File: src/design/lgdm_pkg.sv
package lgdm_pkg;

    localparam int GLYPH_SLOTS_DEF = 8;
    localparam int CELL_ROWS_DEF   = 8;
    localparam int CELL_COLS_DEF   = 5;

    localparam int IN_ROWS    = 8;
    localparam int ROW_W      = 5;
    localparam int ROWS_W     = IN_ROWS * ROW_W;
    localparam int SLOT_W     = 3;
    localparam int S_DATA_W   = ((ROWS_W + 7) / 8) * 8;
    localparam int M_DATA_W   = ((SLOT_W + 7) / 8) * 8;
    localparam int M_USER_W   = 3;

    typedef struct packed {
        logic frame_start;
        logic blank;
    } t_flags;

    typedef struct packed {
        logic              overflow;
        logic              new_glyph;
        logic [SLOT_W-1:0] slot;
        logic              is_blank;
    } t_result;

    function automatic int min_int(input int a, input int b);
        return (a < b) ? a : b;
    endfunction

endpackage

File: src/design/lcd_glyph_dedup_mapper.sv
// channel   dir  tdata                                tuser
// s (cell)  in   row0_bits..row7_bits, 5 bits each    frame_start
// m (map)   out  slot_index                           is_blank, new_glyph, table_overflow
//
// a blank cell, or the first glyph after an empty table, is resolved in the scan engine without a scan
// any other cell is compared with the stored glyphs in order, one per cycle, until a hit or the last (k <= slots)
// before the scan engine, each cell passes through the classify register and the two-entry queue
// reset clears the slot count, queue and valid flags; glyph contents need no clearing
// the front keeps taking cells into the queue while a result waits on i_m_tready, until the queue is full
module lcd_glyph_dedup_mapper import lgdm_pkg::*; #(
    parameter int GLYPH_SLOTS = GLYPH_SLOTS_DEF,
    parameter int CELL_ROWS   = CELL_ROWS_DEF,
    parameter int CELL_COLS   = CELL_COLS_DEF
) (
    input  logic                i_clk,
    input  logic                i_rst_n,
    input  logic                i_s_tvalid,
    output logic                o_s_tready,
    input  logic [S_DATA_W-1:0] i_s_tdata,   // row0_bits .. row7_bits
    input  logic                i_s_tuser,   // frame_start
    output logic                o_m_tvalid,
    input  logic                i_m_tready,
    output logic [M_DATA_W-1:0] o_m_tdata,   // slot_index
    output logic [M_USER_W-1:0] o_m_tuser    // is_blank, new_glyph, table_overflow
);

    localparam int CELL_W = min_int(CELL_ROWS, IN_ROWS) * min_int(CELL_COLS, ROW_W);
    localparam int Q_W    = $bits(t_flags) + CELL_W;

    logic              f_valid;
    logic              f_ready;
    t_flags            f_flags;
    logic [CELL_W-1:0] f_cell;
    logic              q_valid;
    logic              q_ready;
    logic [Q_W-1:0]    q_data;
    t_result           result;

    lgdm_front #(
        .CELL_ROWS (CELL_ROWS),
        .CELL_COLS (CELL_COLS),
        .CELL_W    (CELL_W)
    ) u_front (
        .i_clk         (i_clk),
        .i_rst_n       (i_rst_n),
        .i_valid       (i_s_tvalid),
        .o_ready       (o_s_tready),
        .i_frame_start (i_s_tuser),
        .i_rows        (i_s_tdata[ROWS_W-1:0]),
        .o_valid       (f_valid),
        .i_ready       (f_ready),
        .o_flags       (f_flags),
        .o_cell        (f_cell)
    );

    lgdm_queue #(
        .DATA_W (Q_W)
    ) u_queue (
        .i_clk   (i_clk),
        .i_rst_n (i_rst_n),
        .i_valid (f_valid),
        .o_ready (f_ready),
        .i_data  ({f_flags, f_cell}),
        .o_valid (q_valid),
        .i_ready (q_ready),
        .o_data  (q_data)
    );

    lgdm_back #(
        .GLYPH_SLOTS (GLYPH_SLOTS),
        .CELL_W      (CELL_W)
    ) u_back (
        .i_clk    (i_clk),
        .i_rst_n  (i_rst_n),
        .i_valid  (q_valid),
        .o_ready  (q_ready),
        .i_flags  (t_flags'(q_data[Q_W-1:CELL_W])),
        .i_cell   (q_data[CELL_W-1:0]),
        .o_valid  (o_m_tvalid),
        .i_ready  (i_m_tready),
        .o_result (result)
    );

    assign o_m_tdata = M_DATA_W'(result.slot);
    assign o_m_tuser = {result.overflow, result.new_glyph, result.is_blank};

endmodule

File: src/design/lgdm_front.sv
module lgdm_front import lgdm_pkg::*; #(
    parameter int CELL_ROWS = CELL_ROWS_DEF,
    parameter int CELL_COLS = CELL_COLS_DEF,
    parameter int CELL_W    = min_int(CELL_ROWS, IN_ROWS) * min_int(CELL_COLS, ROW_W)
) (
    input  logic              i_clk,
    input  logic              i_rst_n,
    input  logic              i_valid,
    output logic              o_ready,
    input  logic              i_frame_start,
    input  logic [ROWS_W-1:0] i_rows,
    output logic              o_valid,
    input  logic              i_ready,
    output t_flags            o_flags,
    output logic [CELL_W-1:0] o_cell
);

    localparam int ER = min_int(CELL_ROWS, IN_ROWS);
    localparam int EC = min_int(CELL_COLS, ROW_W);

    logic              r_valid;
    t_flags            r_flags;
    logic [CELL_W-1:0] r_cell;
    logic [CELL_W-1:0] n_cell;

    // keep the used columns of each used row
    always_comb begin
        for (int r = 0; r < ER; r++) begin
            n_cell[r*EC +: EC] = i_rows[r*ROW_W +: EC];
        end
    end

    assign o_ready = !r_valid || i_ready;

    always_ff @(posedge i_clk) begin
        if (!i_rst_n) begin
            r_valid <= 1'b0;
        end else if (o_ready) begin
            r_valid <= i_valid;
        end
    end

    always_ff @(posedge i_clk) begin
        if (o_ready && i_valid) begin
            r_flags.frame_start <= i_frame_start;
            r_flags.blank       <= ~|n_cell;
            r_cell              <= n_cell;
        end
    end

    assign o_valid = r_valid;
    assign o_flags = r_flags;
    assign o_cell  = r_cell;

endmodule

File: src/design/lgdm_queue.sv
module lgdm_queue import lgdm_pkg::*; #(
    parameter int DATA_W = 2
) (
    input  logic              i_clk,
    input  logic              i_rst_n,
    input  logic              i_valid,
    output logic              o_ready,
    input  logic [DATA_W-1:0] i_data,
    output logic              o_valid,
    input  logic              i_ready,
    output logic [DATA_W-1:0] o_data
);

    logic [DATA_W-1:0] r_mem [2];
    logic              r_wp;
    logic              r_rp;
    logic [1:0]        r_cnt;
    logic              push;
    logic              pop;

    assign o_ready = (r_cnt != 2'd2);
    assign o_valid = (r_cnt != 2'd0);
    assign push    = i_valid && o_ready;
    assign pop     = i_ready && o_valid;
    assign o_data  = r_mem[r_rp];

    always_ff @(posedge i_clk) begin
        if (!i_rst_n) begin
            r_wp  <= 1'b0;
            r_rp  <= 1'b0;
            r_cnt <= 2'd0;
        end else begin
            if (push) begin
                r_wp <= ~r_wp;
            end
            if (pop) begin
                r_rp <= ~r_rp;
            end
            r_cnt <= r_cnt + {1'b0, push} - {1'b0, pop};
        end
    end

    always_ff @(posedge i_clk) begin
        if (push) begin
            r_mem[r_wp] <= i_data;
        end
    end

endmodule

File: src/design/lgdm_back.sv
module lgdm_back import lgdm_pkg::*; #(
    parameter int GLYPH_SLOTS = GLYPH_SLOTS_DEF,
    parameter int CELL_W      = 40
) (
    input  logic              i_clk,
    input  logic              i_rst_n,
    input  logic              i_valid,
    output logic              o_ready,
    input  t_flags            i_flags,
    input  logic [CELL_W-1:0] i_cell,
    output logic              o_valid,
    input  logic              i_ready,
    output t_result           o_result
);

    localparam int SW = (GLYPH_SLOTS > 1) ? $clog2(GLYPH_SLOTS) : 1;
    localparam int UW = $clog2(GLYPH_SLOTS + 1);
    localparam logic [UW-1:0] SLOTS_U = UW'(GLYPH_SLOTS);

    typedef enum logic {
        S_IDLE,
        S_SCAN
    } t_state;

    t_state            r_state;
    logic [UW-1:0]     r_used;
    logic [SW-1:0]     r_idx;
    logic [CELL_W-1:0] r_cell;
    logic              r_out_valid;
    t_result           r_result;

    logic [CELL_W-1:0] r_store [GLYPH_SLOTS];
    logic [CELL_W-1:0] r_rd_data;

    logic              out_free;
    logic              pop;
    logic [UW-1:0]     eff_used;
    logic              hit;
    logic              last;
    logic [SW-1:0]     rd_addr;
    logic              we;
    logic [SW-1:0]     waddr;
    logic [CELL_W-1:0] wdata;

    assign out_free = !r_out_valid || i_ready;
    assign pop      = (r_state == S_IDLE) && i_valid && out_free;
    assign eff_used = i_flags.frame_start ? '0 : r_used;
    assign hit      = (r_rd_data == r_cell);
    assign last     = ((UW'(r_idx) + UW'(1)) == r_used);

    always_comb begin
        rd_addr = '0;
        we      = 1'b0;
        waddr   = SW'(r_used);
        wdata   = r_cell;
        case (r_state)
            S_IDLE: begin
                if (pop && !i_flags.blank && eff_used == '0) begin
                    we    = 1'b1;
                    waddr = '0;
                    wdata = i_cell;
                end
            end
            S_SCAN: begin
                rd_addr = (!hit && !last) ? r_idx + SW'(1) : r_idx;
                if (!hit && last && out_free && r_used < SLOTS_U) begin
                    we = 1'b1;
                end
            end
            default: begin
                rd_addr = '0;
            end
        endcase
    end

    always_ff @(posedge i_clk) begin
        if (we) begin
            r_store[waddr] <= wdata;
        end
        r_rd_data <= r_store[rd_addr];
    end

    always_ff @(posedge i_clk) begin
        if (!i_rst_n) begin
            r_state     <= S_IDLE;
            r_used      <= '0;
            r_idx       <= '0;
            r_out_valid <= 1'b0;
        end else begin
            if (r_out_valid && i_ready) begin
                r_out_valid <= 1'b0;
            end
            case (r_state)
                S_IDLE: begin
                    if (pop) begin
                        r_cell <= i_cell;
                        r_idx  <= '0;
                        if (i_flags.blank) begin
                            r_used      <= eff_used;
                            r_out_valid <= 1'b1;
                            r_result    <= '{overflow: 1'b0, new_glyph: 1'b0,
                                             slot: '0, is_blank: 1'b1};
                        end else if (eff_used == '0) begin
                            r_used      <= UW'(1);
                            r_out_valid <= 1'b1;
                            r_result    <= '{overflow: 1'b0, new_glyph: 1'b1,
                                             slot: '0, is_blank: 1'b0};
                        end else begin
                            r_used  <= eff_used;
                            r_state <= S_SCAN;
                        end
                    end
                end
                S_SCAN: begin
                    if (hit && out_free) begin
                        r_out_valid <= 1'b1;
                        r_result    <= '{overflow: 1'b0, new_glyph: 1'b0,
                                         slot: SLOT_W'(r_idx), is_blank: 1'b0};
                        r_state     <= S_IDLE;
                    end else if (!hit && last && out_free) begin
                        r_out_valid <= 1'b1;
                        r_state     <= S_IDLE;
                        if (r_used < SLOTS_U) begin
                            r_used   <= r_used + UW'(1);
                            r_result <= '{overflow: 1'b0, new_glyph: 1'b1,
                                          slot: SLOT_W'(r_used), is_blank: 1'b0};
                        end else begin
                            r_result <= '{overflow: 1'b1, new_glyph: 1'b0,
                                          slot: '0, is_blank: 1'b0};
                        end
                    end else if (!hit && !last) begin
                        r_idx <= r_idx + SW'(1);
                    end
                end
                default: begin
                    r_state <= S_IDLE;
                end
            endcase
        end
    end

    assign o_ready  = pop;
    assign o_valid  = r_out_valid;
    assign o_result = r_result;

endmodule

File: config.mk
export PLATFORM = sky130hd
export DESIGN_NAME = lcd_glyph_dedup_mapper
export DESIGN_NICKNAME = d
export VERILOG_FILES = /design/src/design/lgdm_pkg.sv /design/src/design/lcd_glyph_dedup_mapper.sv /design/src/design/lgdm_front.sv /design/src/design/lgdm_queue.sv /design/src/design/lgdm_back.sv
export SDC_FILE = /design/constraint.sdc
export NUM_CORES = 1
export LEC_CHECK = 0
export BUFFER_PORTS_ARGS = -buffer_cell sky130_fd_sc_hd__buf_2
export CORE_UTILIZATION = 50
export CTS_CLUSTER_DIAMETER = 120
export DETAILED_ROUTE_END_ITERATION = 8
export PLACE_DENSITY = 0.64
export SYNTH_ARGS = -nofsm -noshare
export SYNTH_HDL_FRONTEND = slang
export SYNTH_HIERARCHICAL = 1
export SYNTH_SLANG_ARGS = --single-unit
File: constraint.sdc
create_clock -name i_clk -period 7.2 [get_ports i_clk]
set_clock_uncertainty 0.1 [all_clocks]
set_input_delay 1.08 -clock i_clk [delete_from_list [all_inputs] [get_ports i_clk]]
set_output_delay 1.08 -clock i_clk [all_outputs]
set_load 0.01 [all_outputs]
* Yosys cells after proc, flatten, opt, wreduce, memory -nomap -nowiden *
Memories as Yosys holds them, arrays and structs flattened. A register that Yosys moved wholly into a read port is not among the register bits.
Index checks and enable logic that the tools add are counted.

storage, ports and cells
  memory bits (read-only) = 0
  logic and storage cells = 112
  bits in latches = 0
  memories kept = 2
  input bits = 45
  memory bits (writable) = 404
  output and inout bits = 13
  register bits = 102

operators by class
  bitwise gates (word level) = 3
  reductions and logical operators = 28
  muxes and demuxes = 47
  $mul = 0
  add/subtract/negate cells = 5
  eq/ne operators = 10
  div/mod/pow operators = 0
  order comparisons = 1
  shift operators = 0

memory list
  memory          words  width  read ports  clocked after Yosys merged registers in  wr ports  RTL line          RTL
  u_back.r_store  8      40     1           1                                        1         lgdm_back.sv:32   logic [CELL_W-1:0] r_store [GLYPH_SLOTS];
  u_queue.r_mem   2      42     1           1                                        1         lgdm_queue.sv:14  logic [DATA_W-1:0] r_mem [2];

operator list
  cell                   number
  $mux W40               2
  $eq A40 B40 Y1         1
  $reduce_or A40 Y1      1
  $mux W6                6
  $mux W4                7
  $mux W3                7
  $mux W1                19
  $logic_and A1 B1 Y1    13
  $pmux W6 S2            1
  $ne A2 B2 Y1 const B   5
  $pmux W4 S2            1
  $reduce_and A4 Y1      2
  $logic_not A1 Y1       6
  $ne A3 B3 Y1 const B   2
  $pmux W1 S2            3
  $pmux W3 S2            1
  $reduce_and A3 Y1      2
  $add A3 B1 Y4 const B  1
  $add A4 B1 Y4 const B  1
  $eq A4 B4 Y1           1
  $logic_not A4 Y1       1
  $lt A4 B4 Y1 const B   1
  $add A3 B1 Y3 const B  1
  $not A1 Y1             3
  5 further kinds        6

* Logic depth before layout (Yosys ltp) *
  word-level depth = 9
  gate-level depth with buffers = 12
  mapped depth without buffers = 9

* Hierarchy *
Netlist, hierarchy kept.

modules (own cells, without submodules)
  module                  instances  seq. area each (um2)  area each (um2)  cells each
  lgdm_back               1          11,971.5              16,869.9         949
  lgdm_queue              1          2,622.5               3,290.7          161
  lgdm_front              1          1,281.2               1,400.1          61
  lcd_glyph_dedup_mapper  1          0.0                   41.3             6

* Worst setup path before layout *
No wires, ideal clock.

  kind = register to register
  start = reg u_back.r_idx[0]
  end = mem u_back.r_store[0][0], enable pin
  arrival = 4.873 ns
  period minus slack after synthesis = 5.471 ns
  data required time = 6.602 ns
  setup slack = 1.729 ns
  buffers on the path = 0
  cell stages (with the launch flop) = 8
  setup time = 0.498 ns
  cell sequence = dfxtp_1 -> ha_1 -> xor2_1 -> or3_4 -> a211oi_4 -> and4_1 -> nand2b_1 -> o31ai_1

between the ends
  cells in the longest elaborated chain, start to end = 9

RTL lines
  what                              RTL line          RTL
  start, declared                   lgdm_back.sv:27   logic [SW-1:0] r_idx;
  start signal, assigned            lgdm_back.sv:132  r_idx <= r_idx + SW'(1);
  $add A3 B1 Y4                     lgdm_back.sv:49   assign last = ((UW'(r_idx) + UW'(1)) == r_used);
  $eq A4 B4 Y1                      lgdm_back.sv:49
  $logic_and A1 B1 Y1 (3 in a row)  lgdm_back.sv:66   if (!hit && last && out_free && r_used < SLOTS_U) begin
  $mux W1                           lgdm_back.sv:66
  $pmux W1 S2                       lgdm_back.sv:56   case (r_state)
  $mux W1                           lgdm_back.sv:77   if (we) begin
  $mux W1 (implied by the code)     lgdm_back.sv:78   r_store[waddr] <= wdata;
  end, declared                     lgdm_back.sv:32

No other way between the ends.

* Final worst setup path *
  start = reg u_back.r_cell[1]
  end = reg u_back.r_rd_data[24], read port of u_back.r_store

between the ends
  cells in the longest elaborated chain, start to end = 5

RTL lines
  what                    RTL line         RTL
  start, declared         lgdm_back.sv:28  logic [CELL_W-1:0] r_cell;
  start signal, assigned  lgdm_back.sv:96  r_cell <= i_cell;
  $eq A40 B40 Y1          lgdm_back.sv:48  assign hit = (r_rd_data == r_cell);
  $logic_not A1 Y1        lgdm_back.sv:65  rd_addr = (!hit && !last) ? r_idx + SW'(1) : r_idx;
  $logic_and A1 B1 Y1     lgdm_back.sv:65
  $mux W3                 lgdm_back.sv:65
  $mux W3                 lgdm_back.sv:56
  end, declared           lgdm_back.sv:33  logic [CELL_W-1:0] r_rd_data;

No other way between the ends.
A chain may end at the register's enable or synchronous reset.

==> metrics.csv <==
stage;metric;value;unit
final_layout;leading cell type in the layout, fill and taps excluded;sky130_fd_sc_hd__edfxtp_1;
final_layout;Fill cells;3201;
drt;Avg WL per Cell;22.65;microns
drt;overall routed net length;42510;microns
global_route;met2 GRT Util;32.68;%
critical_path;largest delay contributor family on the critical path;buffers and inverters;
global_route;global-route wire length before repair;63470;microns
logic_synthesis;leading post-synthesis cells by cell area;sky130_fd_sc_hd__edfxtp_1 (68%), sky130_fd_sc_hd__mux2i_1 (11%), sky130_fd_sc_hd__dfxtp_1 (5.1%);
final_layout;Post-Layout Cell Count;1877;
power_and_ir_drop;power density relative to cell area;273.9;nW/um^2
logic_synthesis;number of synthesized register bits;547;
logic_synthesis;area leader, netlist;sky130_fd_sc_hd__edfxtp_1;
floorplan;IO Count;58;
critical_path;length in cells of the worst reg-to-reg path;10;
global_route;GR Util met3;3.053;%
critical_path;critical path required time;7.57;ns
final_layout;number of diodes added for antenna fixing;0;
global_route;GRT overflow;0;
flow_run;max_cap viols;0;
final_layout;leading cell types in the layout, fill and taps excluded;sky130_fd_sc_hd__edfxtp_1 (492), sky130_fd_sc_hd__mux2i_1 (239), sky130_fd_sc_hd__mux2_2 (81), sky130_fd_sc_hd__clkbuf_16 (55), sky130_fd_sc_hd__dfxtp_1 (54);
floorplan;Initial Utilization;51.04;%
power_and_ir_drop;switching share of power;20.42;%
sta;Setup TNS;0;ns
cts;number of buffers inserted for hold repair after clock tree synthesis;0;
power_and_ir_drop;leakage power;0.009484;uW
sta;number of failing setup endpoints in the final timing report;0;
floorplan;y dimension of the die;209.9;microns
critical_path;CP max-delay cell;sky130_fd_sc_hd__buf_4;
sta;setup repair after global routing missed its margin;no;
worst_hold_path;class of the tightest hold or removal check;reg -> reg;
logic_synthesis;Post-synth EDFFs;492;
floorplan;DIE AREA;44040;sq um
floorplan;total number of placement rows;75;
drt;drt first-iter violations;678;
drt;detail-routed via count per cell;5.482;
sta;Slew Limit Headroom;21.59;%
sta;Least-Margin Pin Slew;1.176;ns
critical_path;classification of the worst setup path;reg -> reg;
global_route;number of global-route vias before repair;10310;
sta;FMAX;0.2141;GHz
logic_synthesis;yosys warns;6;
floorplan;die width;209.9;microns
sta;total count of max-transition violations in the final report;0;
cts;clock-pin transition on the worst setup and hold timing paths;0.06;ns
critical_path;endpoint type of the worst setup path;register;
cts;Worst-Skew Late Latency;0.59;ns
sta;setup ws final;2.529;ns
floorplan;core outline area;42320;sq um
run_status;result of the run;complete, no violations;
global_route;GR Util met1;26.47;%
logic_synthesis;most frequently used flop master after synthesis;sky130_fd_sc_hd__edfxtp_1;
critical_path;nature of the critical path startpoint;register;
drt;first-pass detailed-route iteration total;5;
placement;post-placement setup slack;2.632;ns
critical_path;highest fanout seen on the critical path;57;
final_layout;area grow syn2layout;11.73;%
logic_synthesis;Async S/R FF share, synth;0;%
worst_hold_path;worst min-delay path startpoint;u_front/o_cell[1];
critical_path;Crit path largest cell delay;0.85;ns
sta;share of the cycle needed by the critical path after routing;64.87;%
placement;post-DP HPWL;23530;microns
cts;number of clock buffers inserted by TritonCTS;54;
final_layout;area taken by flip-flops and latches;15880;sq um
placement;port bufs;52;
logic_synthesis;synthesized instance count;1177;
global_route;largest net degree at the start of global routing;66;
cts;TritonCTS clock tree;done;
logic_synthesis;Syn Area/Cell;18.35;sq um
drt;Residual DRC;0;
placement;global placement routability congestion;0.7900;
global_route;number of antenna violations at the first check in global routing;0;
logic_synthesis;post-synthesis cell area;21600;sq um
logic_synthesis;count of distinct cell types in the synthesized netlist;60;
sta;fin crit period;4.671;ns
power_and_ir_drop;Sw Pwr;1350;uW
power_and_ir_drop;highest ir drop seen on vdd;213.0;uV
cts;number of setup buffers added after CTS;0;
drt;total vias in the final route;10290;
critical_path;cell chain of the critical path;xnor2_1, nand4_1, nor4_1, a311oi_1, a211oi_4, buf_4, buf_4, mux2i_1, mux2i_1, mux2_2;
sta;final hold vios;0;
critical_path;critical path arrival;5.04;ns
worst_hold_path;hold worst-path end;u_queue/r_mem[1][1];
logic_synthesis;sequential share of the synthesized area;73.49;%
critical_path;minimum setup slack among reg-to-reg paths;2.53;ns
cts;CTS max path bufs;3;
power_and_ir_drop;combinational power share;4.1;%
cts;# H-tree levels;2;
power_and_ir_drop;fraction of power consumed by sequential logic;54.5;%
worst_hold_path;Hold Crit Depth;0;
cts;clock root cell;sky130_fd_sc_hd__clkbuf_16;
power_and_ir_drop;Cell Int Power;5261;uW
global_route;Most Crowded Layer GR;met2;
placement;Cell Count Post-Placement;1778;
cts;number of clock sinks;547;
logic_synthesis;area share of the largest cell type after synthesis;68.39;%
global_route;GRT Resource Usage Total;19.68;%
final_layout;number of nets in the layout;1305;
cts;PostCTS Resize Cnt;0;
final_layout;area of the multi-input gates;5348;sq um
critical_path;count of buffer and inverter cells on the critical path;2;
drt;remaining antenna violation count;0;
critical_path;Critical R2R Capture;u_back/r_rd_data[24];
power_and_ir_drop;PnR Total Power;6611;uW
power_and_ir_drop;proportion of power drawn by the clock network;41.4;%
critical_path;origin of the critical flop-to-flop path;u_back/r_cell[1];
final_layout;fraction of final layout cells sized beyond drive strength 1;20.15;%
[kinds of logic (layout without fill, tap and decap cells)]
kind of cell,count (synthesis),after routing,share of synthesized area [%]
XOR/XNOR,45,45,1.824
flip-flops,547,547,73.49
other,1,5,0.01736
adder cells (fa/ha/maj),3,3,0.1738
buffers and inverters,62,181,2.276
AND/OR/NAND/NOR,116,116,3.325
multiplexers,363,363,17.53
AO/OA/AOI/OAI,40,40,1.361
[synth_stat cells, drive strengths merged (2+ instances only)]
library cell / instances
nor4b: 3
nor2b: 6
xor2: 22
clkbuf: 10
nor4: 18
a311oi: 2
nand4: 12
nor3b: 7
nor2: 18
o21ai: 10
a21boi: 5
nand3: 4
nand2b: 5
buf: 43
and3: 3
nor3: 4
a31oi: 4
and4: 6
nand2: 13
mux2i: 240
or2: 3
and2: 6
a211oi: 2
or4: 2
nand3b: 2
inv: 9
a21oi: 4
ha: 3
mux2: 123
edfxtp: 492
a21bo: 2
o22ai: 4
dfxtp: 55
xnor2: 23
[worst max-delay path by stage]
stage	from	to	slack, ns	depth (start not counted)
after CTS	u_back/r_cell[1]	u_back/r_rd_data[39]	2.54	10
after floorplan	u_back/r_idx[0]	u_back/r_store[0][0]	1.73	7
after global placement	u_back/r_cell[1]	u_back/r_rd_data[38]	2.58	10
after detailed placement	u_back/r_cell[1]	u_back/r_rd_data[7]	2.63	10
after global routing	u_back/r_cell[1]	u_back/r_rd_data[39]	2.25	10
final	u_back/r_cell[1]	u_back/r_rd_data[24]	2.53	10
[per-layer routing]
layer	up-vias	routed length [microns]
met5	-	0
met4	0	1119
met3	61	1911
met2	239	20880
met1	5249	18600
li1	4741	-
[flip-flops by register name (all words and copies together), names as in the netlist, 3 cells and up, named ones only]
register	count
u_front/o_cell	40
u_back/r_cell	40
u_back/r_used	4
u_back/o_result	6
u_queue/r_mem	84
u_back/r_rd_data	40
u_back/r_idx	3
u_back/r_store	320
[worst register-to-register path: stages (launching register included)]
cell and delay (ns):
sky130_fd_sc_hd__edfxtp_1 0.42, sky130_fd_sc_hd__xnor2_1 0.44, sky130_fd_sc_hd__nand4_1 0.24, sky130_fd_sc_hd__nor4_1 0.61, sky130_fd_sc_hd__a311oi_1 0.26, sky130_fd_sc_hd__a211oi_4 0.23, sky130_fd_sc_hd__buf_4 0.62, sky130_fd_sc_hd__buf_4 0.86
sky130_fd_sc_hd__mux2i_1 0.37, sky130_fd_sc_hd__mux2i_1 0.10, sky130_fd_sc_hd__mux2_2 0.30
[power groups by stage]
| stage | clock network [uW] | registers [uW] | logic, uW |
|---|---|---|---|
| global placement | 0 | 3660 | 269 |
| detailed placement | 0 | 3670 | 272 |
| finish | 2740 | 3600 | 273 |
| CTS | 2800 | 3600 | 275 |
| floorplan | 0 | 3660 | 168 |
| global route | 2930 | 3610 | 294 |
[cell type report]
class | instances | area share [%]
Sequential cell | 547 | 65.78
Clock buffer | 72 | 6.216
Clock inverter | 27 | 0.9850
Multi-Input combinational cell | 572 | 22.16
Inverter | 9 | 0.1400
Timing Repair Buffer | 73 | 1.731
Tap cell | 577 | 2.991
[metrics by stage]
step | area, sq um | util (%) | hold WS [ns]
after detailed placement | 22400 | 52.92 | 0.3290
after global placement | 22400 | 52.92 | 0.3217
after global routing | 24140 | 57.03 | 0.3572
final | 24140 | 57.03 | 0.3418
after CTS | 24140 | 57.03 | 0.3431
after floorplan | 21620 | - | 0.3215
Note: power is estimated with default switching activity, not from simulation.
